--- config.mk ---
export PLATFORM = sky130hd
export DESIGN_NAME = darr_turn_mod
export DESIGN_NICKNAME = d
export VERILOG_FILES = /design/src/rtl/core/darr_turn_mod.sv
export SDC_FILE = /design/constraint.sdc
export NUM_CORES = 1
export LEC_CHECK = 0
export BUFFER_PORTS_ARGS = -buffer_cell sky130_fd_sc_hd__buf_2
export CAP_MARGIN = 30
export CELL_PAD_IN_SITES_DETAIL_PLACEMENT = 1
export CELL_PAD_IN_SITES_GLOBAL_PLACEMENT = 2
export CORE_MARGIN = 2
export CORE_UTILIZATION = 21
export DETAILED_ROUTE_END_ITERATION = 12
export PLACE_DENSITY_LB_ADDON = 0.1
export SYNTH_ARGS = -nofsm -noshare
export SYNTH_HDL_FRONTEND = slang
export SYNTH_SLANG_ARGS = --single-unit
--- constraint.sdc ---
create_clock -name clk -period 1.6 [get_ports clk]
set_input_delay 0.16 -clock clk [delete_from_list [all_inputs] [get_ports clk]]
set_output_delay 0.16 -clock clk [all_outputs]
set_load 0.03 [all_outputs]
--- src/rtl/core/darr_turn_mod.sv ---
// shared compare-subtract unit that reduces the round-robin turn modulo the stream count
// no dependencies; one subtraction per cycle until the value is below the modulus
module darr_turn_mod #(
	parameter int W = 4
) (
	input  logic         clk,
	input  logic         load,
	input  logic [W-1:0] load_val,
	input  logic [W-1:0] modulus,
	output logic [W-1:0] result,
	output logic         done
);

	logic [W-1:0] r_q;

	assign done   = (r_q < modulus);
	assign result = r_q;

	always_ff @(posedge clk) begin
		if (load) begin
			r_q <= load_val;
		end else if (!done) begin
			r_q <= r_q - modulus;
		end
	end

endmodule

# Word-level counts from Yosys, hierarchy flattened
# Cells that the tools add are included.
dict set report word_totals {
  register_bits 4
  ram_bits 0
  n_memories 0
  latch_bits 0
  mem_bits_ro 0
  output_inout_bits 5
}
dict set report classes {
  bitwise_logic 0
  add_sub_neg 1
  n_eq_ne 1
  shift 0
  div_mod_pow 0
  order_cmp 1
  reduce_logical 0
  n_mul 0
  mux 2
}
# cell count
set ops {}
lappend ops {{$mux W4} 2}
lappend ops {{$lt A4 B4 Y1} 1}
lappend ops {{$sub A4 B4 Y4} 1}
lappend ops {{$ne A2 B2 Y1 const B} 1}

# Logic depth before layout (Yosys ltp)
dict set report logic_depth {
  depth_word 3
  mapped_depth 6
}

# Worst setup path before layout
# Ideal clock, no wire load.
dict set report synth_timing {
  path_type {register to register}
  startpoint {reg r_q[0] (netlist: result[0])}
  endpoint {reg r_q[0] (netlist: result[0]) (enable)}
  path_slack_ns -0.262
  synth_period_minus_slack_ns 1.862
  arrival_time_ns 1.556
  setup_time_ns 0.307
  path_stages_with_launch 7
  n_path_buf 0
  path_cell_list {edfxtp_1 > inv_1 > ha_1 > fa_1 > nor2b_1 > o21ai_1 > or3b_1}
}
dict set report synth_via {
  elab_chain_cells 2
}
# item line_no
set synth_lines {}
lappend synth_lines {{start, declared} 14} ;# logic [W-1:0] r_q;
lappend synth_lines {{start signal, assigned} 21} ;# r_q <= load_val;
lappend synth_lines {{start signal, assigned} 23} ;# r_q <= r_q - modulus;
lappend synth_lines {{$lt A4 B4 Y1} 16} ;# assign done = (r_q < modulus);
lappend synth_lines {{$ne A2 B2 Y1 (no line)} --}
# No other way between the ends.
# A chain may end at the register's enable or synchronous reset.

# Worst setup path after layout
dict set report layout_timing {
  startpoint {reg r_q[0] (netlist: result[0])}
  endpoint {out done}
}
dict set report layout_via {
  elab_chain_cells 1
}
# item line_no
set layout_lines {}
lappend layout_lines {{$lt A4 B4 Y1} 16}
lappend layout_lines {{end, declared} 11} ;# output logic done
# No other way between the ends.

==> results.json <==
{
  "finalWirelength_um": 863,
  "drt_iter0_drc": 1,
  "min-delay-start": "load_val[0]",
  "grt_max_degree": 13,
  "post-route-drc-count": 0,
  "postRouteAntennaNets": 0,
  "busiest_layer": "met2",
  "critPathTopFamily": "adder cells",
  "cp_max_fo": 2,
  "power.share.switching_pct": 41.6,
  "vias": 338,
  "power_density_mw_per_mm2": 1720,
  "syn-num-nets": 51,
  "critPathLaunchType": "register",
  "placed_cell_area_um2": 457,
  "worst_pin_slew_ps": 294,
  "synth.area.top_cells": "edfxtp_1 (36%), ha_1 (15%), inv_1 (7.8%)",
  "nNetsFinal": 73,
  "hp-class": "in2reg",
  "dp_hpwl_um": 688,
  "outcome": "finished with violations",
  "pwr-share-clk_pct": 14.3,
  "netlist_area_um2": 338,
  "grtUsageTotal_pct": 10.3,
  "yosys.area.top_type": "edfxtp_1",
  "layout-drive-gt1-share_pct": 50.0,
  "drtPass1Iterations": 2,
  "design_area_um2": 518,
  "p_comb_share_pct": 63.1,
  "worst_slack_ps": -219,
  "row_count": 14,
  "ff2ff_path_depth": 6,
  "coreArea_mm2": 0.00151,
  "syn_area_per_cell_um2": 9.38,
  "start_util_pct": 22.4,
  "intPower_mw": 0.522,
  "htree_levels": 1,
  "antenna_found_initial": 0,
  "fp.dieW_um": 44.1,
  "port_buffers": 14,
  "leakagePower_nw": 0.252,
  "finalSetupViolCount": 6,
  "grt_use_met1_pct": 11.5,
  "path_cells": "inv_2 -> ha_4 -> fa_2 -> nor2b_2 -> o21ai_2 -> nor2b_4 -> buf_6",
  "insertion_delay_ps": 240,
  "place.gp.congestion": 0.652,
  "cts_buffers": 3,
  "fin_skew_ps": 2.34,
  "slew_viol_final": 0,
  "post_drt_wl_per_cell_um": 12.0,
  "met3_usage_pct": 6.12,
  "cts_tree": "yes",
  "largest_reg_flops": 4,
  "die_h_um": 44.1,
  "reg2reg_slack_ps": -120,
  "slowest_delay_ps": 400,
  "p_sw_mw": 0.371,
  "yosysWarnings": 0,
  "globalRouteMet2Util_pct": 16.2,
  "min_to": "result[0]$_DFFE_PP_",
  "synth_seq_cells": 4,
  "timing.rr.start": "result[0]$_DFFE_PP_",
  "cp_slowest_cell": "fa_2",
  "ctsHoldBuffers": 0,
  "ys_types": 19,
  "finalCritPeriodShare_pct": 114,
  "insertedDiodeCount": 0,
  "violations": "setup timing",
  "crit_start": "result[0]$_DFFE_PP_",
  "irDropWorstVdd_mv": 0.574,
  "fmax_ghz": 0.550,
  "clock_path_buffers": 2,
  "ys_seq_area_share_pct": 35.6,
  "relSlewSlack_pct": 79.9,
  "total_power_mw": 0.893,
  "post-route-min-period_ps": 1820,
  "synth_top_area_share_pct": 35.6,
  "grt_pass1_vias": 318,
  "cts_sinks": 4,
  "cp_num_buf_inv": 2,
  "dieArea_mm2": 0.00195,
  "whs_ps": 212,
  "clk_pin_slew_worst_paths_ps": 40,
  "p_seq_share_pct": 22.6,
  "syn2layout_area_growth_pct": 53.3,
  "overflow": 0,
  "worstPathRequired_ps": 1440,
  "postSynthCellCount": 36,
  "grt_pass1_wl_um": 1380,
  "critPathCaptureType": "output pin",
  "finish.utilization_pct": 34.4,
  "rsz0062_at_grt": "true",
  "hold_violations": 0,
  "pin_count": 15,
  "clock-root-buffer": "clkbuf_4",
  "min_path_cells": 3,
  "critical_path_class": "reg2out",
  "maxCapViolations": 0,
  "via_per_inst": 4.69,
  "worstPathArrival_ps": 1660,
  "r2r_end": "result[2]$_DFFE_PP_"
}
## cells in the mapped netlist
library cell / number
a2111oi_0: 1
a221oi_1: 1
clkbuf_1: 1
edfxtp_1: 4
fa_1: 1
ha_1: 4
inv_1: 7
nand2_1: 3
nand2b_1: 1
nand3_1: 1
nand3b_1: 1
nor2_1: 1
nor2b_1: 2
nor3b_1: 1
nor4b_1: 1
o21ai_0: 3
o21ai_1: 1
or3b_1: 1
xor2_1: 1
## how the worst max path moves through the flow
stage / endpoint / slack (ps) / depth (start not counted)
CTS: done / -230 / 7
floorplan: result[0]$_DFFE_PP_ / -210 / 6
detailed placement: result[0]$_DFFE_PP_ / -120 / 6
global placement: result[0]$_DFFE_PP_ / -100 / 6
finish: done / -220 / 7
global route: done / -300 / 7
## worst register-to-register path, delay by kind of cell (launching register included)
kind,cells,cell delay [ps]
adders and majority gates,2,550
AOI/OAI and AO/OA,1,70
DFF,1,350
and+or+nand+nor,2,410
buffers and inverters,1,50
## logic make-up (layout without fill, tap and decap cells)
| family | Yosys count | after routing | share of synthesized area, % |
|---|---|---|---|
| xor+xnor | 1 | 1 | 2.59 |
| simple gates | 12 | 12 | 21.1 |
| buf+inv | 8 | 28 | 8.89 |
| flops | 4 | 4 | 35.6 |
| fa+ha+maj | 5 | 5 | 20.7 |
| compound gates | 6 | 6 | 11.1 |
## cells in the final DEF, fill, tap and decap left out
| cell type | synthesis | routed |
|---|---|---|
| or3b_4 | 0 | 1 |
| buf_4 | 0 | 3 |
| inv_1 | 7 | 6 |
| a2111oi_0 | 1 | 1 |
| nor2_1 | 1 | 1 |
| ha_1 | 4 | 3 |
| ha_4 | 0 | 1 |
| nor2b_2 | 0 | 1 |
| nor3b_1 | 1 | 1 |
| nand2b_1 | 1 | 1 |
| fa_2 | 0 | 1 |
| nand3_1 | 1 | 1 |
| nor4b_1 | 1 | 1 |
| o21ai_2 | 0 | 1 |
| nor2b_4 | 0 | 1 |
| inv_2 | 0 | 1 |
| nand3b_1 | 1 | 1 |
| edfxtp_1 | 4 | 4 |
| nand2_1 | 3 | 3 |
| xor2_1 | 1 | 1 |
| buf_2 | 0 | 13 |
| o21ai_0 | 3 | 2 |
| a221oi_1 | 1 | 1 |
| o21ai_1 | 1 | 1 |
| buf_6 | 0 | 2 |
| clkbuf_4 | 0 | 3 |
## power by group through the flow
| stage | combinational (mW) | clock, mW | sequential, mW |
|---|---|---|---|
| after global routing | 0.625 | 0.141 | 0.209 |
| final | 0.564 | 0.128 | 0.202 |
| after detailed placement | 0.487 | 0 | 0.202 |
| after CTS | 0.511 | 0.136 | 0.201 |
| after floorplan | 0.244 | 0 | 0.290 |
| after global placement | 0.477 | 0 | 0.198 |
## per-layer routing
| layer | vias up | share of wire (%) |
|---|---|---|
| li1 | 164 | - |
| met1 | 162 | 40 |
| met2 | 10 | 52 |
| met3 | 2 | 6.7 |
| met4 | 0 | 0.93 |
| met5 | - | 0 |
## stage by stage
stage / setup TNS, ps / setup slack [ps] / std cells
6_report: -764 / -219 / 72
5_1_grt: -1280 / -304 / 72
4_1_cts: -736 / -230 / 71
3_5_place_dp: -460 / -115 / 68
3_3_place_gp: -415 / -104 / 68
2_1_floorplan: -866 / -207 / 36
## area by class of cell
type                       count  area [um2]
clock buffer                   3        22.5
fill                         177         988
inverter                       7        26.3
multi-input combinational     24         219
sequential                     4         120
tap                           16        20.0
timing repair buffer          18         110
## what timing repair did
action,in CTS,in global routing
setup endpoints to repair,5,6
resized for setup,2,7
hold endpoints to repair,0,0
setup buffers,0,1
pin swaps,0,3
Power figures use the tool's default switching activity.
