[src/rtl/core/darr_ram.sv]
// generic single-write, single-read ram with registered read data
// no dependencies
module darr_ram #(
	parameter int WIDTH = 8,
	parameter int DEPTH = 16,
	localparam int AW = (DEPTH > 1) ? $clog2(DEPTH) : 1
) (
	input  logic             clk,
	input  logic             we,
	input  logic [AW-1:0]    waddr,
	input  logic [WIDTH-1:0] wdata,
	input  logic             re,
	input  logic [AW-1:0]    raddr,
	output logic [WIDTH-1:0] rdata
);

	logic [WIDTH-1:0] mem_q [DEPTH];
	logic [WIDTH-1:0] rdata_q;

	always_ff @(posedge clk) begin
		if (we) begin
			mem_q[waddr] <= wdata;
		end
		if (re) begin
			rdata_q <= mem_q[raddr];
		end
	end

	assign rdata = rdata_q;

endmodule

[config.mk]
export PLATFORM = sky130hd
export DESIGN_NAME = darr_ram
export DESIGN_NICKNAME = d
export VERILOG_FILES = /design/src/rtl/core/darr_ram.sv
export SDC_FILE = /design/constraint.sdc
export NUM_CORES = 1
export LEC_CHECK = 0
export BUFFER_PORTS_ARGS = -buffer_cell sky130_fd_sc_hd__clkbuf_2
export CORE_MARGIN = 5
export CORE_UTILIZATION = 29
export DETAILED_ROUTE_END_ITERATION = 10
export PLACE_DENSITY = 0.44
export SYNTH_ARGS = -nofsm -noshare
export SYNTH_HDL_FRONTEND = slang
export SYNTH_SLANG_ARGS = --single-unit
[constraint.sdc]
create_clock -name clk -period 2.4 [get_ports clk]
set_clock_uncertainty 0.1 [all_clocks]
set_input_delay 0.48 -clock clk [delete_from_list [all_inputs] [get_ports clk]]
set_output_delay 0.48 -clock clk [all_outputs]
set_load 0.05 [all_outputs]
### After elaboration in Yosys (flattened, before gate mapping)

Memory sizes are Yosys's and may differ from the RTL's. A register that Yosys moved wholly into a read port is not among the register bits.
Index checks and enable logic that the tools add are counted.

| storage, ports and cells | value |
|---|---|
| bits in read-only memories | 0 |
| input bits | 19 |
| flip-flop bits (word level) | 0 |
| RAM bits | 128 |
| bits in latches | 0 |
| logic and storage cells | 3 |
| memories kept | 1 |

Memories:

| name | words | width | rd ports | clocked after Yosys merged registers in | write ports | RTL line | source |
|---|---|---|---|---|---|---|---|
| mem_q | 16 | 8 | 1 | 1 | 1 | 17 | `logic [WIDTH-1:0] mem_q [DEPTH];` |

| operators by class | value |
|---|---|
| muxes and demuxes | 2 |
| eq/ne operators | 0 |
| add/subtract/negate cells | 0 |
| shift operators | 0 |
| divide/modulo/power cells | 0 |
| order comparisons | 0 |
| multipliers | 0 |
| reductions and logical operators | 0 |
| bitwise gates (word level) | 0 |

Operators with widths:

| cell | number |
|---|---|
| 1-bit two-way mux | 2 |

### Logic depth before layout (Yosys ltp)

Gate-level depths: netlist of run 1.

| logic depth | value |
|---|---|
| depth in word-level cells | 2 |
| mapped depth | 5 |

### Least setup slack after synthesis of run 1

Ideal clock, no wire load.

| path | value |
|---|---|
| kind | in2reg |
| from | input waddr[2] |
| to | memory mem_q[0][0] (enable) |
| data required time | 1.917 ns |
| path slack | 0.327 ns |
| data arrival time | 1.590 ns |
| cell stages on the path | 2 |
| library setup time | 0.383 ns |
| path buffers | 0 |
| cell sequence | or3b_2 nor3_1 |

RTL lines:

| item | RTL line | source |
|---|---|---|
| from (decl) | 10 | `input logic [AW-1:0] waddr,` |
| to (decl) | 17 |  |

No word-level cell before the write port.

==> results of run 1 <==
-- sequential cells by signal, indices dropped and copies added, names as in the netlist --
name   cells
mem_q    128
rdata      8
-- path summary, 6_finish.rpt --
kind / end / startpoint / slack, ps / cells past startpoint
max: rdata[0] / raddr[0] / 590 / 5
min: rdata[1] / re / 410 / 1
max reg2reg: rdata[0] / mem_q[1][0] / 750 / 3
min reg2reg: rdata[2] / mem_q[10][2] / 660 / 3
-- worst max-delay path, stage by stage --
cell      delay, ps
clkbuf_2        150
buf_12          200
mux4_1          600
a22oi_1         300
nand2_1         100
-- stage by stage --
step           hold WS (ps)  utilization  cells  worst slack, ps
5_1_grt                 409        0.356    528              517
3_5_place_dp            655        0.323    496              157
4_1_cts                 409        0.356    528              575
2_1_floorplan           479            -    229              327
6_report                410        0.356    528              595
3_3_place_gp            632        0.323    496              126
-- metal layers --
layer,vias up,wire length (um)
li1,1094,-
met1,1310,5720
met2,80,5240
met3,11,615
met4,0,136
met5,-,0
-- cell usage in the layout (no fill, tap or decap) --
cell,n
nand2b_1,2
buf_12,3
a22oi_1,16
clkinv_2,5
or3b_2,1
clkbuf_1,3
nand3b_1,2
clkbuf_2,26
and2b_1,1
and2_1,1
nand2_1,9
nor3_1,4
edfxtp_1,136
bufinv_16,4
nor2_1,13
mux4_2,18
clkinv_1,3
nand3_1,1
mux4_1,14
clkbuf_16,17
nor2b_1,1
buf_4,19
-- cell families (layout without fill, tap and decap cells) --
logic type / count (synthesis) / count (layout) / share of synthesized area
flops: 136 / 136 / 0.781
simple gates: 35 / 35 / 0.0314
mux: 32 / 32 / 0.148
compound gates: 16 / 16 / 0.0230
buf+inv: 10 / 80 / 0.0165
-- power groups by stage --
stage / Sequential (mW) / Combinational, mW / Clock, mW
after floorplan: 2.78 / 0.135 / 0
after global placement: 2.74 / 0.313 / 0
after detailed placement: 2.74 / 0.314 / 0
after CTS: 2.69 / 0.315 / 2.67
after global routing: 2.70 / 0.331 / 2.79
final: 2.69 / 0.307 / 2.62
-- cell type report --
type | instances | area [um2] | share of cell area
Clock buffer | 20 | 437 | 0.0687
Clock inverter | 12 | 156 | 0.0246
Multi-Input combinational cell | 83 | 1060 | 0.166
Sequential cell | 136 | 4080 | 0.643
Tap cell | 229 | 287 | 0.0451
Timing Repair Buffer | 48 | 333 | 0.0524
==> run summary, run 1 <==
The final design instance area without fill came out at 6350 um2. The most instantiated flip-flop cell in the synthesis netlist is edfxtp_1. The number of distinct standard cells referenced by the synthesized netlist came out at 18.

The standard-cell row count came out at 49. The worst setup path is captured at a flip-flop. The run finished with clean final reports. The final route contains 2495 vias. The total number of nets in the final design is about 310. The tree built by TritonCTS fans out to 136 sinks. The biggest fanout along the worst timing path came out at 20. The source-to-sink clock delay at the later pin of the worst-skew pair came out at 410 ps. In this run the most used layer during global routing was met1. Yosys instantiated no cell more often than edfxtp_1. Ranked by instance count, the synthesized netlist is headed by 136 x edfxtp_1, 18 x mux4_2, 16 x a22oi_1. The area share of the leading cell type in the synthesized netlist is 0.781. The Yosys step of the flow raised 0 warnings. The maximum vdd ir drop came out at 0.476 mV. The placed wire-length estimate after detailed placement came out at 7620 um.

The via count normalized by instance count is 4.73. The cell sitting at the root of the clock tree is a clkbuf_16. Max-cap violations in this run came to 0. The number of enable-type register cells in the synthesized netlist is 136. 0 antenna diodes ended up in the layout.

For this run, asynchronously set or reset flops after synthesis account for 0. In the final timing run, aggregate negative setup slack is 0 ps. The tightest min-delay check is of the in2reg type.

The number of global-route vias before repair is ~2600. The synthesized area came out at approximately 5200 um2. The internal power summed over all cells came out at 4.50 mW. The fraction of power consumed by sequential logic came out at 0.479. After synthesis, the cell types taking the most area are edfxtp_1 78%, mux4_2 7.8%, mux4_1 7.0%. Counting along the longest clock path gives a buffer depth of 2. Dividing the detail-routed wire length by the instance count gives 22.2 um. The quantity of hold-fixing buffers added after cts is 0. The die boundary width came out at roughly 140 um. The overall power came out at 5.62 mW. The remaining antenna violation count after routing came out at 0. Of the cells placed in the final design, the portion with a size suffix greater than 1 is 0.311.

The global-route wire length before repair is approximately 17000 um. The cell leakage power is 2.14 nW. The routed design could run at a clock period as short as 1810 ps. The final-report setup violation count is 0. The number of nets produced by synthesis came out at approximately 250. The number of storage elements in the synthesis netlist is 136. The power spent charging and discharging nets came out at 1.12 mW. The combined global-route utilization of all metal layers is 0.122. The height of the die came out at 144 um. The total wire length after detailed routing came out at 11700 um.

The filler cell count came out at 1644. The maximum level of the CTS H-tree came out at 4. In the global route stage, met2 resource usage came out at 0.174.

The met1 track utilization from global routing came out at 0.180. The global placer's final weighted congestion came out at 0.683. The initial antenna violation count came out at 0. After the first detailed-routing iteration, the DRC count stood at 283. The instance area after placement came out at 5760 um2. The area added between synthesis and finish is 21.5%.

Clock-pin slew was measured on the worst setup and hold paths at 50 ps. The critical path start-end classification is in2reg. In the global route stage, met3 resource usage came out at 0.0291. The number of buffers added for setup after CTS came out at 0.

The total of buffers placed on input and output ports is 26. At the pin with the least slew margin, the transition time is between 600 and 700 ps. The leftover overflow at the end of global routing is 0.

The required time reported for the critical path endpoint is between 2000 and 2500 ps. The arrival time of the worst setup path came out at roughly 1900 ps. The ratio of total power to cell area is 885 nW/um2.

The die area is 20800 um2. The final hold violation count came out at 0. Measured against its own limit, the worst slew margin works out to 0.542.

The largest total area in the synthesized netlist belongs to edfxtp_1. Setup repair after global routing left no endpoint under its margin. The placeable core region came out at about 18000 um2. The net switching share of the total power is 0.199. The number of top-level pins is 27. TritonCTS built the clock tree.

The first TritonRoute pass finished after 7 iterations. The final-report max-slew violation count came out at 0. Counting every instance in the synthesized netlist gives 229. The initial utilization of the core area, before any placement, comes to 0.293. Dividing the final minimum period by the clock period gives 0.752. The worst setup path is launched from an input pin. The portion of total power attributed to combinational logic is 0.055.

The post-synthesis average cell area is roughly 23 um2. The pin count of the biggest net entering global routing is 21. For this run, the top clock speed supported by timing is about 550 MHz.

For this run, design rule violations remaining after detail routing come to 0. The number of buffers created by CTS is 17. The proportion of synthesized chip area in sequential cells came out at 0.781.

The clock network fraction of design power is 0.467. The count of instances resized after the clock tree is built came out at 0.
Power figures use the tool's default switching activity.
==> run 2: changes to the inputs <==
PLACE_DENSITY = 0.45   (was 0.44)
clock period = 1.6 ns   (was 2.4 ns; I/O delays follow)
==> run summary, run 2 (same netlist as run 1, synthesis figures left out) <==
The cell depth of the worst setup path came out at 1. The global placer's final weighted congestion came out at 0.697. The power spent charging and discharging nets is 1.61 mW. The total of max-cap violations is 0. The total of buffers placed on input and output ports is 26. The worst slew slack as a fraction of its limit came out at 0.397. The run finished with clean final reports. The final-report setup violation count is 0. The share of the core filled with cells in the final layout is 0.357. The die boundary width is 144 um. For this configuration, the core starts out at a cell density of 0.293. The required time reported for the critical path endpoint is ~1200 ps. The net switching share of the total power is 0.200. The tree is rooted in a clkbuf_16. The filler cell count is 1655. The final hold violation count is 0. For this run, the total global-route usage over all layers was measured as 0.120. The source-to-sink clock delay at the later pin of the worst-skew pair is 410 ps. The actual slew at the worst max-slew pin is ~900 ps. The library cells used most frequently in the layout, excluding fill and tap cells, are 136 x edfxtp_1, 31 x mux4_2, 25 x clkbuf_2, 21 x buf_4, 17 x clkbuf_16. The total wire length after detailed routing came out at approximately 11000 um. The height of the die came out at 144 um.

The biggest fanout along the worst timing path is 1. The critical path starts at rdata[3]. The die area came out at 20800 um2.

The number of cells after detailed placement is 502. The met3 layer wire length in the routed design came out at 561 um. The source of the worst register-to-register timing path is mem_q[3][1]. The detail-routed net length per standard cell came out at 21.5 um. The final-report max-slew violation count is 0. Grouping stages by cell kind, the critical path spends the most delay in flip-flops. The number of flip-flops in the largest register came out at 128. The final design instance area without fill came out at 6370 um2. The register-to-register setup slack is 60 ps.

The number of global-route vias before repair was about 2700. The maximum level of the CTS H-tree is 4. The via count normalized by instance count came out at around 4.6. The number of detailed-route iterations in the first pass is 4.

The remaining antenna violation count after routing is 0. The critical path's largest stage delay came out at ~450 ps. The sum of routed wire segments on met1 is around 5100 um. The total via count in the routed design is 2449. The setup slack after layout came out at between 50 and 60 ps.

The most critical setup path has its endpoint at rdata[3]. The count of unresolved DRC violations after routing is 0. The number of DRC markers after the initial detailed-route iteration came out at 137. Setup repair after global routing left no endpoint under its margin. The clock network fraction of design power came out at 0.439. The worst setup path is launched from a flip-flop. The post-layout minimum cycle time is 1550 ps. The internal power summed over all cells came out at 6.45 mW. The leftover overflow at the end of global routing is 0. The ratio of cells with drive above 1 in the final layout came out at 0.377. The portion of total power attributed to combinational logic came out at 0.059. The endpoint identified for the worst register-to-register timing path is rdata[1].

The cell leakage power came out at 2.09 nW. The initial antenna violation count is 0. The number of antenna cells inserted came out at 0. The placeable core region came out at 17800 um2. The pre-CTS setup slack is -453 ps.

The first global-routing pass estimated 17300 um of wire. The register with the most flip-flops in the final layout is mem_q. On the critical path, the stage with the largest delay is an instance of edfxtp_1. The number of buffers added for setup after CTS is 0.

The standard-cell row count is between 40 and 50. The buffer depth of the longest clock path is 2. The clock input transition at the sequential cells of the worst setup and hold paths is 50 ps. The arrival time of the worst setup path came out at 1130 ps. The placed wire-length estimate after detailed placement is around 7500 um. Compared with the post-synthesis result, the final layout area differs by 21.9%. The number of top-level pins came out at 27. The fraction of power consumed by sequential logic is 0.502.

The count of non-filler cells in the finished layout is about 530. The total clock sinks came out at 136. The highest achievable clock rate came out at roughly 650 MHz. The instance area after placement is 5820 um2. STA classifies the critical path endpoint as an output port. The setup path with the least slack is of type reg2out. The pin count of the biggest net entering global routing came out at 17. The highest metal layer carrying signal wires in the routed design is met4. The clock tree from TritonCTS is built. The combined buffer and inverter count along the critical path came out at 1.

The period utilization is 0.966. The total number of nets in the final design came out at 311. Leaving out fill and tap cells, the most frequent cell in the layout is edfxtp_1. Power spread over the standard cell area amounts to around 1300 nW/um2. VDD sags by at most 0.650 mV. The worst hold path belongs to the class in2reg. The routed length on met2 came out at 5570 um.

The overall power is 8.06 mW. The critical path goes through clkbuf_2. Measured in cells, the most critical reg-to-reg path has a length of 3. The number of buffers created by CTS came out at 17.
-- run 2: cell types whose count changed in the layout (fill, tap and decap cells not counted), moves of 2 or more --
cell and change:
clkbuf_1 +2, buf_4 +2, nor3_2 +3, nor3_1 -3
a22oi_2 +5, buf_12 +4, bufinv_16 -2, a22oi_1 -5
mux4_2 +13, mux4_1 -13, clkinv_2 -4
-- run 2: per-layer routing --
| layer | vias to the layer above | global-route usage |
|---|---|---|
| met4 | 0 | 0.0486 |
| met2 | 60 | 0.189 |
| met3 | 15 | 0.0301 |
| met5 | - | 0 |
| met1 | 1284 | 0.159 |
| li1 | 1090 | - |
-- run 2: repair_timing --
action / CTS / global route
endpoints found under the setup margin: 2 / 4
hold buffers: 0 / 0
resized for setup: 2 / 4
pin swaps: 0 / 0
-- run 2: cell type report --
class | instances | area (um2) | share of cell area
sequential | 136 | 4080 | 0.641
clock buffer | 22 | 444 | 0.0697
timing repair buffer | 54 | 430 | 0.0675
tap | 229 | 287 | 0.0450
multi-input combinational | 83 | 1050 | 0.165
clock inverter | 7 | 80.1 | 0.0126
-- run 2: worst min path at each step --
stage | start | end | slack (ps) | cells past startpoint
after global placement | mem_q[14][1] | rdata[1] | 620 | 3
after CTS | wdata[6] | mem_q[14][6] | 240 | 1
after detailed placement | mem_q[13][1] | rdata[1] | 640 | 3
final | wdata[6] | mem_q[14][6] | 260 | 1
after floorplan | wdata[0] | mem_q[0][0] | 320 | 0
after global routing | wdata[6] | mem_q[15][6] | 270 | 1
-- run 2: through the flow --
stage	TNS (ps)	hold WS [ps]
after detailed placement	-5800	643
after global placement	-5350	625
final	0	258
after global routing	0	272
after CTS	0	242
after floorplan	-2770	319
-- run 2: power by group through the flow --
| stage | Clock [mW] | Combinational [mW] | Sequential, mW |
|---|---|---|---|
| CTS | 3.62 | 0.483 | 4.04 |
| global placement | 0 | 0.475 | 4.11 |
| floorplan | 0 | 0.221 | 4.17 |
| global route | 3.78 | 0.519 | 4.05 |
| detailed placement | 0 | 0.480 | 4.12 |
| finish | 3.54 | 0.476 | 4.04 |
