[config.mk]
export PLATFORM = sky130hd
export DESIGN_NAME = darr_qbook
export DESIGN_NICKNAME = d
export VERILOG_FILES = /design/src/rtl/core/darr_pkg.sv /design/src/rtl/core/darr_qbook.sv
export SDC_FILE = /design/constraint.sdc
export NUM_CORES = 1
export LEC_CHECK = 0
export ABC_AREA = 0
export ABC_CLOCK_PERIOD_IN_PS = 4440
export BUFFER_PORTS_ARGS = -buffer_cell sky130_fd_sc_hd__buf_2
export CORE_AREA = 2 2 77 79
export CTS_CLUSTER_SIZE = 10
export DETAILED_ROUTE_END_ITERATION = 10
export DIE_AREA = 0 0 79 81
export PLACE_DENSITY = 0.83
export SYNTH_ARGS = -nofsm -noshare
export SYNTH_HDL_FRONTEND = slang
export SYNTH_SLANG_ARGS = --single-unit
export TNS_END_PERCENT = 50
[constraint.sdc]
create_clock -name clk -period 4.44 [get_ports clk]
set_input_delay 0.222 -clock clk [delete_from_list [all_inputs] [get_ports clk]]
set_output_delay 0.222 -clock clk [all_outputs]
set_load 0.005 [all_outputs]
[src/rtl/core/darr_pkg.sv]
// shared types and constants of the dram access round-robin arbiter
// no dependencies; used by the interfaces, darr_qbook, the top level and darr_chk
package darr_pkg;

	localparam int MAX_STREAMS_DEF = 8;
	localparam int QUEUE_DEPTH_DEF = 16;

	localparam int STREAM_W = 3;
	localparam int SIZE_W   = 20;
	localparam int KIND_W   = 2;
	localparam int TAG_W    = 16;
	localparam int ACT_W    = 4;
	localparam int CFG_AW   = 3;
	localparam int CFG_DW   = 32;

	typedef enum logic {
		REQ_NEW  = 1'b0,
		REQ_DONE = 1'b1
	} req_type_t;

	typedef enum logic {
		REG_MODE    = 1'b0,
		REG_STREAMS = 1'b1
	} reg_idx_t;

	typedef struct packed {
		logic [STREAM_W-1:0] stream;
		logic [SIZE_W-1:0]   size;
		logic [KIND_W-1:0]   kind;
		logic [TAG_W-1:0]    tag;
	} entry_t;

	localparam int ENTRY_W = $bits(entry_t);

	typedef struct packed {
		logic push;
		logic pop;
	} book_op_t;

endpackage

[src/rtl/core/darr_qbook.sv]
// head pointers and fill counts of the per-stream fifos
// depends on darr_pkg (book_op_t); one queue is addressed per cycle
module darr_qbook #(
	parameter int MAX_STREAMS = darr_pkg::MAX_STREAMS_DEF,
	parameter int QUEUE_DEPTH = darr_pkg::QUEUE_DEPTH_DEF,
	localparam int QIW = (MAX_STREAMS > 1) ? $clog2(MAX_STREAMS) : 1,
	localparam int QW  = $clog2(QUEUE_DEPTH)
) (
	input  logic               clk,
	input  logic               arst_n,
	input  logic [QIW-1:0]     idx,
	input  darr_pkg::book_op_t op,
	output logic [QW-1:0]      head,
	output logic [QW-1:0]      tail,
	output logic               full,
	output logic               empty
);
	import darr_pkg::*;

	localparam int CW = $clog2(QUEUE_DEPTH + 1);
	localparam int SW = QW + 1;
	localparam logic [SW-1:0] DEPTH_S = SW'(QUEUE_DEPTH);
	localparam logic [CW-1:0] DEPTH_C = CW'(QUEUE_DEPTH);

	logic [QW-1:0] head_q  [MAX_STREAMS];
	logic [CW-1:0] count_q [MAX_STREAMS];
	logic [QW-1:0] head_cur;
	logic [CW-1:0] cnt_cur;
	logic [SW-1:0] tail_sum;
	logic [SW-1:0] head_sum;
	logic [QW-1:0] head_nxt;

	assign head_cur = head_q[idx];
	assign cnt_cur  = count_q[idx];
	assign tail_sum = SW'(head_cur) + SW'(cnt_cur);
	assign head_sum = SW'(head_cur) + SW'(1);
	assign tail     = (tail_sum >= DEPTH_S) ? QW'(tail_sum - DEPTH_S) : QW'(tail_sum);
	assign head_nxt = (head_sum >= DEPTH_S) ? QW'(head_sum - DEPTH_S) : QW'(head_sum);
	assign head     = head_cur;
	assign full     = (cnt_cur == DEPTH_C);
	assign empty    = (cnt_cur == '0);

	always_ff @(posedge clk or negedge arst_n) begin
		if (!arst_n) begin
			for (int i = 0; i < MAX_STREAMS; i++) begin
				head_q[i]  <= '0;
				count_q[i] <= '0;
			end
		end else begin
			if (op.push) begin
				count_q[idx] <= cnt_cur + CW'(1);
			end else if (op.pop) begin
				count_q[idx] <= cnt_cur - CW'(1);
				head_q[idx]  <= head_nxt;
			end
		end
	end

endmodule

# After elaboration in Yosys (flattened, before gate mapping)

Index checks and enable logic that the tools add are counted.

Register bits after elaboration: 72
Input bits: 7
Output and inout port bits: 10
Logic and storage cells: 50

Add/subtract/negate cells: 6
$lt $le $gt $ge: 4
Equality and inequality tests: 1
Muxes and demuxes: 17
Bitwise logic cells: 2
Reductions and logical operators: 4

Operators by type and width:

| operator                                                    | count |
|---|---|
| bitwise mux 40 bit                                          | 2 |
| two-way mux 40 bit                                          | 2 |
| bitwise mux 32 bit                                          | 1 |
| two-way mux 4 bit                                           | 5 |
| binary-select mux 5 bit (select 3 bit)                      | 1 |
| demux 5 bit (select 3 bit)                                  | 1 |
| two-way mux 5 bit                                           | 3 |
| binary-select mux 4 bit (select 3 bit)                      | 1 |
| demux 4 bit (select 3 bit)                                  | 1 |
| greater-or-equal comparator 5 bit (second input constant)   | 2 |
| subtractor 4 x 1 -> 4 bit (second input constant)           | 2 |
| adder 4 x 1 -> 5 bit (second input constant)                | 1 |
| adder 4 x 5 -> 5 bit                                        | 1 |
| adder 5 x 1 -> 5 bit (second input constant)                | 1 |
| equality test 5 bit (second input constant)                 | 1 |
| logical NOT 5 bit                                           | 1 |
| subtractor 5 x 1 -> 5 bit (second input constant)           | 1 |
| greater-or-equal comparator 4 bit (second input constant)   | 1 |
| less-than comparator 4 x 1 -> 1 bit (second input constant) | 1 |
| NOT 3 -> 4 bit                                              | 1 |
| AND reduction 2 bit                                         | 1 |
| nonzero test 2 bit                                          | 1 |
| logical AND 1 bit                                           | 1 |
| NOT 1 bit                                                   | 1 |

# Logic depth before layout (Yosys ltp)

Gate-level depths: netlist of run 1.

Depth after elaboration: 8
Gate-level depth with buffers: 12
Gate-level depth less buffers: 9

# Least setup slack after synthesis of run 1

Ideal clock, no wire load.

Path type: input-to-output
From: in idx[1]
To: out tail[3]
Arrival: 2.427 ns
Data required time: 4.218 ns
Setup slack: 1.791 ns
Stages on the path: 10
Path buffers: 2
Cells stage by stage: buf_2 > buf_2 > mux4_2 > mux2i_1 > inv_1 > ha_1 > a21o_1 > a21oi_1 > xnor2_1 > xnor2_1

Cells in the longest elaborated chain, start to end: 7
Elaborated cells between the ends (all ways): 11
Those cells by class: add/sub (2); order compare (1); mux (7); bitwise (1)

Ends and longest elaborated chain:

| element                                                                               | line             | text |
|---|---|---|
| from (decl)                                                                           | darr_qbook.sv:11 | `input logic [QIW-1:0] idx,` |
| NOT 3 -> 4 bit (not written as such) *                                                | darr_qbook.sv:33 | `assign head_cur = head_q[idx];` |
| binary-select mux 4 bit (select 3 bit) *                                              | darr_qbook.sv:33 |  |
| two-way mux 4 bit (not written as such) * (2 in a row)                                | darr_qbook.sv:33 |  |
| via head[0]                                                                           | darr_qbook.sv:13 | `output logic [QW-1:0] head,` |
| adder 4 x 5 -> 5 bit *                                                                | darr_qbook.sv:35 | `assign tail_sum = SW'(head_cur) + SW'(cnt_cur);` |
| subtractor 4 x 1 -> 4 bit / greater-or-equal comparator 5 bit (equally long branches) | darr_qbook.sv:37 | `assign tail = (tail_sum >= DEPTH_S) ? QW'(tail_sum - DEPTH_S) : QW'(tail_sum);` |
| two-way mux 4 bit *                                                                   | darr_qbook.sv:37 |  |
| to (decl)                                                                             | darr_qbook.sv:14 | `output logic [QW-1:0] tail,` |

Mark *: on every way through the listed nets, which the timed path passes. The rest lies on a longest branch. The select of a mux whose other input is x is not followed.

# Final worst setup path of run 1

From: in idx[1]
To: out tail[3]

Cells in the longest elaborated chain, start to end: 7
Elaborated cells between the ends (all ways): 11
Those cells by class: add/sub (2); order compare (1); mux (7); bitwise (1)

Ends and longest elaborated chain:

| element                                                                                                 | line |
|---|---|
| NOT 3 -> 4 bit (not written as such) *                                                                  | darr_qbook.sv:33, darr_qbook.sv:34 |
| binary-select mux 4 bit (select 3 bit) / binary-select mux 5 bit (select 3 bit) (equally long branches) | darr_qbook.sv:33, darr_qbook.sv:34 |
| two-way mux 4 bit (not written as such) / two-way mux 5 bit (equally long branches) (2 in a row)        | darr_qbook.sv:33, darr_qbook.sv:34 |
| adder 4 x 5 -> 5 bit *                                                                                  | darr_qbook.sv:35 |
| subtractor 4 x 1 -> 4 bit / greater-or-equal comparator 5 bit (equally long branches)                   | darr_qbook.sv:37 |
| two-way mux 4 bit *                                                                                     | darr_qbook.sv:37 |

Mark *: on every way between the ends. The rest lies on a longest branch, timed or not. The select of a mux whose other input is x is not followed.

==> results of run 1 <==
[metal layers]
| layer | track usage, % | part of all wire (%) | up-vias |
|---|---|---|---|
| li1 | - | - | 1144 |
| met1 | 36.5 | 43 | 1272 |
| met2 | 41.4 | 48 | 104 |
| met3 | 4.78 | 6.2 | 21 |
| met4 | 13.4 | 2.7 | 0 |
| met5 | 0 | 0 | - |
[worst min-delay path by stage]
stage,startpoint,to,cells after the start
2_1_floorplan,arst_n,asynchronous set/reset pin,0
3_3_place_gp,count_q[28],count_q[28],2
3_5_place_dp,count_q[2],count_q[2],2
4_1_cts,arst_n,count_q[17],2
5_1_grt,arst_n,count_q[17],2
6_report,arst_n,count_q[17],2
[synthesized netlist by cell type, types with 5 or more instances]
cell | number | area share (%)
mux2_2 | 33 | 10
mux4_2 | 11 | 6.9
nor2_1 | 7 | 0.74
o21ai_0 | 37 | 5.2
dfrtp_1 | 72 | 50
ha_1 | 6 | 2.1
mux2i_1 | 8 | 2.2
nand2_1 | 57 | 6.0
xnor2_1 | 5 | 1.2
o31ai_1 | 9 | 1.9
[cell type report]
class	instances	share of cell area, %
flip-flops and latches	72	46.2
repair buffers	17	2.24
clock inverters	4	1.96
inverters	5	0.481
multi-input cells	219	42.8
clock buffers	12	3.97
well taps	75	2.40
[worst max-delay path: stages]
cell	delay [ns]
buf_2	0.49
mux4_2	0.58
mux2i_1	0.34
inv_1	0.22
ha_1	0.28
a21o_1	0.16
a21oi_1	0.17
xnor2_1	0.17
xnor2_1	0.14
buf_2	0.13
[cells by family (layout without fill, tap and decap cells)]
family | after synthesis | count (layout) | share of synthesized area, %
simple gates | 89 | 89 | 11.7
flops | 72 | 72 | 50.4
compound gates | 61 | 61 | 10.1
mux | 54 | 54 | 20.4
buf+inv | 18 | 38 | 2.84
xor+xnor | 8 | 8 | 1.96
fa+ha+maj | 7 | 7 | 2.66
[power breakdown]
group / internal (W) / switching (W)
Sequential: 0.000918 / 0.000148
Clock: 0.000348 / 0.000241
Combinational: 0.000394 / 0.000444
Total: 0.00166 / 0.000834
[stage by stage]
stage	utilization, %	setup slack, ns
5_1_grt	68.8	1.11
4_1_cts	68.8	1.36
2_1_floorplan	-	1.79
3_5_place_dp	64.7	1.29
6_report	68.8	1.31
3_3_place_gp	64.7	1.42
==> results.md, run 1 <==
- Worst min-delay path category: in -> async
- Ys flop type: dfrtp_1
- FF-to-FF End: count_q[39]
- Distinct cells, synth: 44
- TritonCTS Sinks: 72
- Relative slew slack: 33.1%
- Skew final: 0.00982 ns
- Mapped Cells: 309
- Layout cells sized above 1: 25.5%
- #FFs+latches synth: 72
- Leak pwr: 1.77 nW
- Setup Fix Bufs, Post-CTS: 0
- Cells after DPL: 388
- HPWL after DPL: 5.01 mm
- Leading cell type in the layout, fill and taps excluded: dfrtp_1
- Max clock buf depth: 2
- DRT antenna net count: 0
- Initial Util: 63.0%
- Row cnt: 28
- Sequential share of the synthesized area: 50.4%
- Via count: 2541
- Die height: 81 um
- Total Power: 0.00249 W
- Final net count: 338
- Setup crit end kind: output port
- Placed Area: 3670 um2
- Placeable Area: 5680 um2
- Total Routing Usage GR: 26.7%
- Total grt overflow: 0
- Hold Fails Final Rpt: 0
- Antenna cells: 0
- Mean Syn Cell Area: 11.6 um2
- Final Non-Filler Cells: 404
- Global-route wire length before repair: 12.7 mm
- DR iter-0 viols: 272
- I/O Buffers: 16
- CTS tree: yes
- Drt wl/cell: 19.3 um
- CTS Root Cell: clkbuf_8
- Peak supply drop: 318 uV
- Total CTS buffers: 9
- EDFF count, synth: 0
- MaxCap Viol Count: 0
- Most frequent cells in the layout: dfrtp_1 (72), nand2_1 (57), o21ai_0 (37)
- H-tree depth: 3
- Worst-skew pair later-pin latency: 0.35 ns
- Max Fclk: 319 MHz
- Area of the multi-input gates: 1670 um2
- Hold-fix buffers, CTS: 0
- Area Growth Syn to Fin: 9.24%
- Req. time, crit path: 4.22 ns
- Via/cell ratio: 6.29
- Cell area after synthesis: 3570 um2
- CP max FO: 28
- Largest net degree at the start of global routing: 73
- RSZ-0062 raised after global routing: no
- Critical path type: in -> out
- Fin crit period: 3.13 ns
- R2r worst-path depth: 9
- Pins Over Slew Limit: 0
- I/O Pins: 17
- Ys Warns: 0
- Initial antenna violation count: 0
- Gpl congestion: 0.829
- DIE AREA: 6400 um2
- FF/Latch Area: 1800 um2
- Outcome: finished, final reports clean
- Slew @ Worst Pin: 1.00 ns
- # setup viols final: 0
- Vias in the first global route: 2503
- Final wirelength: 7.79 mm
- Drt drc: 0
- Crit path DAT: 2.91 ns
- P per Cell Area: 639 nW/um2
- Startpoint Class: input port
- TNS Setup: 0 ns
- Final Cell Area: 3900 um2
- Mapped Nets: 323
- Final Cycle Share: 70.6%
- R2R Setup Slk: 1.82 ns
- Hold WS: 0.0480 ns
- Post-CTS sizing: 0
- Asr flop ratio synth: 100%
- Pre-antenna DRT Iters: 5
- Critical Path Sink: tail[3]
- Crit path launch: idx[1]
- Fill count: 407
- Reg clk slew, reported paths: 0.08 ns
- Die Wd: 79 um
(Power assumes the default switching activity.)
==> inputs of run 2 (changes only) <==
--- a/config.mk
+++ b/config.mk
@@ -6,13 +6,13 @@
 export NUM_CORES = 1
 export LEC_CHECK = 0
 export ABC_AREA = 0
-export ABC_CLOCK_PERIOD_IN_PS = 4440
+export ABC_CLOCK_PERIOD_IN_PS = 2900
 export BUFFER_PORTS_ARGS = -buffer_cell sky130_fd_sc_hd__buf_2
-export CORE_AREA = 2 2 77 79
+export CORE_AREA = 2 2 80 82
 export CTS_CLUSTER_SIZE = 10
 export DETAILED_ROUTE_END_ITERATION = 10
-export DIE_AREA = 0 0 79 81
-export PLACE_DENSITY = 0.83
+export DIE_AREA = 0 0 82 84
+export PLACE_DENSITY = 0.78
 export SYNTH_ARGS = -nofsm -noshare
 export SYNTH_HDL_FRONTEND = slang
 export SYNTH_SLANG_ARGS = --single-unit
==> constraint.sdc (replaced) <==
create_clock -name clk -period 2.9 [get_ports clk]
set_input_delay 0.145 -clock clk [delete_from_list [all_inputs] [get_ports clk]]
set_output_delay 0.145 -clock clk [all_outputs]
set_load 0.005 [all_outputs]
==> run 2 against run 1 <==
Combinational power increased by 70%; final cell count increased by 5.2%; clock skew is 0.0032 ns higher; register-to-register slack got worse by 1.6 ns; first-iteration DRC count increased by 7.4%; via count up 2.2%; global-route usage decreased by 0.97 points; critical endpoint unchanged; largest cell class unchanged; largest power group unchanged.
==> results.md, run 2 (synthesis gave the netlist of run 1 again) <==
- I/O Pins: 17
- Drt drc: 0
- Die Wd: 82 um
- Max clock buf depth: 2
- Crit path DAT: 2.69 ns
- Antenna cells: 0
- Global-route wire length before repair: 13.1 mm
- Max Fclk: 352 MHz
- Gpl congestion: 0.814
- DRT antenna net count: 0
- Clock Power Share: 22.3%
- # setup viols final: 0
- Initial antenna violation count: 0
- P_sw: 0.00133 W
- Final Cycle Share: 97.9%
- Setup WS pre-CTS: 0.197 ns
- DR iter-0 viols: 292
- I/O Buffers: 16
- Reg clk slew, reported paths: 0.08 ns
- TNS Setup: 0 ns
- Fill count: 428
- Total CTS buffers: 9
- Initial Util: 58.6%
- Setup crit end kind: output port
- Startpoint Class: flip-flop
- Final core area utilization: 66.5%
- TritonCTS Sinks: 72
- MaxCap Viol Count: 0
- Pre-antenna DRT Iters: 4
- DIE AREA: 6890 um2
- Drt wl/cell: 19.2 um
- Final wirelength: 8.18 mm
- Reg power frac: 41.3%
- Largest net degree at the start of global routing: 44
- Hold Fails Final Rpt: 0
- Via count: 2597
- Switching Fraction: 33.7%
- Relative slew slack: 37.4%
- Hold WS: 0.359 ns
- P per Cell Area: 972 nW/um2
- HPWL after DPL: 5.53 mm
- Outcome: finished, final reports clean
- Worst-skew pair later-pin latency: 0.35 ns
- Layout cells sized above 1: 30.2%
- Cells after DPL: 405
- Area Growth Syn to Fin: 13.5%
- Power Internal: 0.00261 W
- H-tree depth: 3
- Pins Over Slew Limit: 0
- Total Routing Usage GR: 25.7%
- Row cnt: 29
- Total grt overflow: 0
- Final net count: 357
- Vias in the first global route: 2550
- Critical path type: reg -> out
- Via/cell ratio: 6.11
- Req. time, crit path: 2.76 ns
- Most frequent cells in the layout: dfrtp_1 (72), nand2_1 (57), o21ai_0 (37)
- CTS tree: yes
- CTS Root Cell: clkbuf_8
- Final worst setup slack: 0.0611 ns
- Leak pwr: 1.86 nW
- Peak supply drop: 434 uV
- Worst min-delay path category: in -> reg
- Die height: 84 um
- Fin crit period: 2.84 ns
- Skew final: 0.0131 ns
- Placeable Area: 6100 um2
- Comb power frac: 36.4%
- CP max FO: 6
- Slew @ Worst Pin: 0.939 ns
- Final Non-Filler Cells: 425
- Leading cell type in the layout, fill and taps excluded: dfrtp_1
[run 2: changes by cell type in the layout (fill, tap and decap cells not counted), sizes merged]
| cell | delta |
|---|---|
| buf | +18 |
| clkbuf | -1 |
| clkinvlp | +1 |
| dlygate4sd3 | +1 |
[run 2: power groups by stage]
stage / Combinational, W / Clock (W) / Sequential, W
final: 0.00143 / 0.000880 / 0.00163
after global routing: 0.00158 / 0.000938 / 0.00167
after CTS: 0.00140 / 0.000884 / 0.00162
after detailed placement: 0.00136 / 0 / 0.00164
after global placement: 0.00131 / 0 / 0.00161
after floorplan: 0.000967 / 0 / 0.00155
[run 2: metal layers]
layer  GRT usage (%)  up-vias  part of all wire [%]
li1                -     1177                     -
met1            35.2     1317                    44
met2            40.0       83                    49
met3            4.65       20                   5.1
met4            10.9        0                   2.4
met5               0        -                     0
[run 2: final cells by class]
type	count	area, um2	area share, %
inverters	5	18.8	0.463
well taps	77	96.3	2.38
clock inverters	5	80.1	1.97
flip-flops and latches	72	1800	44.4
repair buffers	36	233	5.74
clock buffers	11	141	3.49
multi-input cells	219	1690	41.5
[run 2: stage by stage]
stage | area [um2] | power, W
detailed placement | 3790 | 0.00300
global route | 4060 | 0.00419
global placement | 3790 | 0.00293
CTS | 4020 | 0.00390
finish | 4060 | 0.00394
floorplan | 3570 | 0.00252
[run 2: path summary, 6_finish.rpt]
path,cells after the start,slack [ns],startpoint,endpoint
hold reg to reg,2,0.48,count_q[37],count_q[37]
min in group asynchronous,2,0.48,arst_n,head_q[19]
hold / removal,3,0.36,op[1],count_q[31]
setup reg to reg,9,0.23,flip-flop,count_q[14]
max in group asynchronous,3,1.62,arst_n,count_q[34]
setup / recovery,9,0.06,flip-flop,tail[3]
[run 2: critical path: stages, from the launching register on]
cell	delay, ns
dfrtp_1	0.40
mux2_4	0.27
a32o_1	0.26
or3_4	0.41
ha_2	0.22
a21o_1	0.18
a21oi_2	0.16
xnor2_1	0.17
xnor2_1	0.14
buf_2	0.13
[run 2: what timing repair did]
| action | in CTS | in global routing |
|---|---|---|
| gates resized for setup | 2 | 3 |
| buffers inserted | 0 | 3 |
| endpoints found under the hold margin | 41 | 0 |
| setup endpoints to repair | 1 | 1 |
| hold buffers | 1 | 0 |
| pin swaps | 0 | 2 |
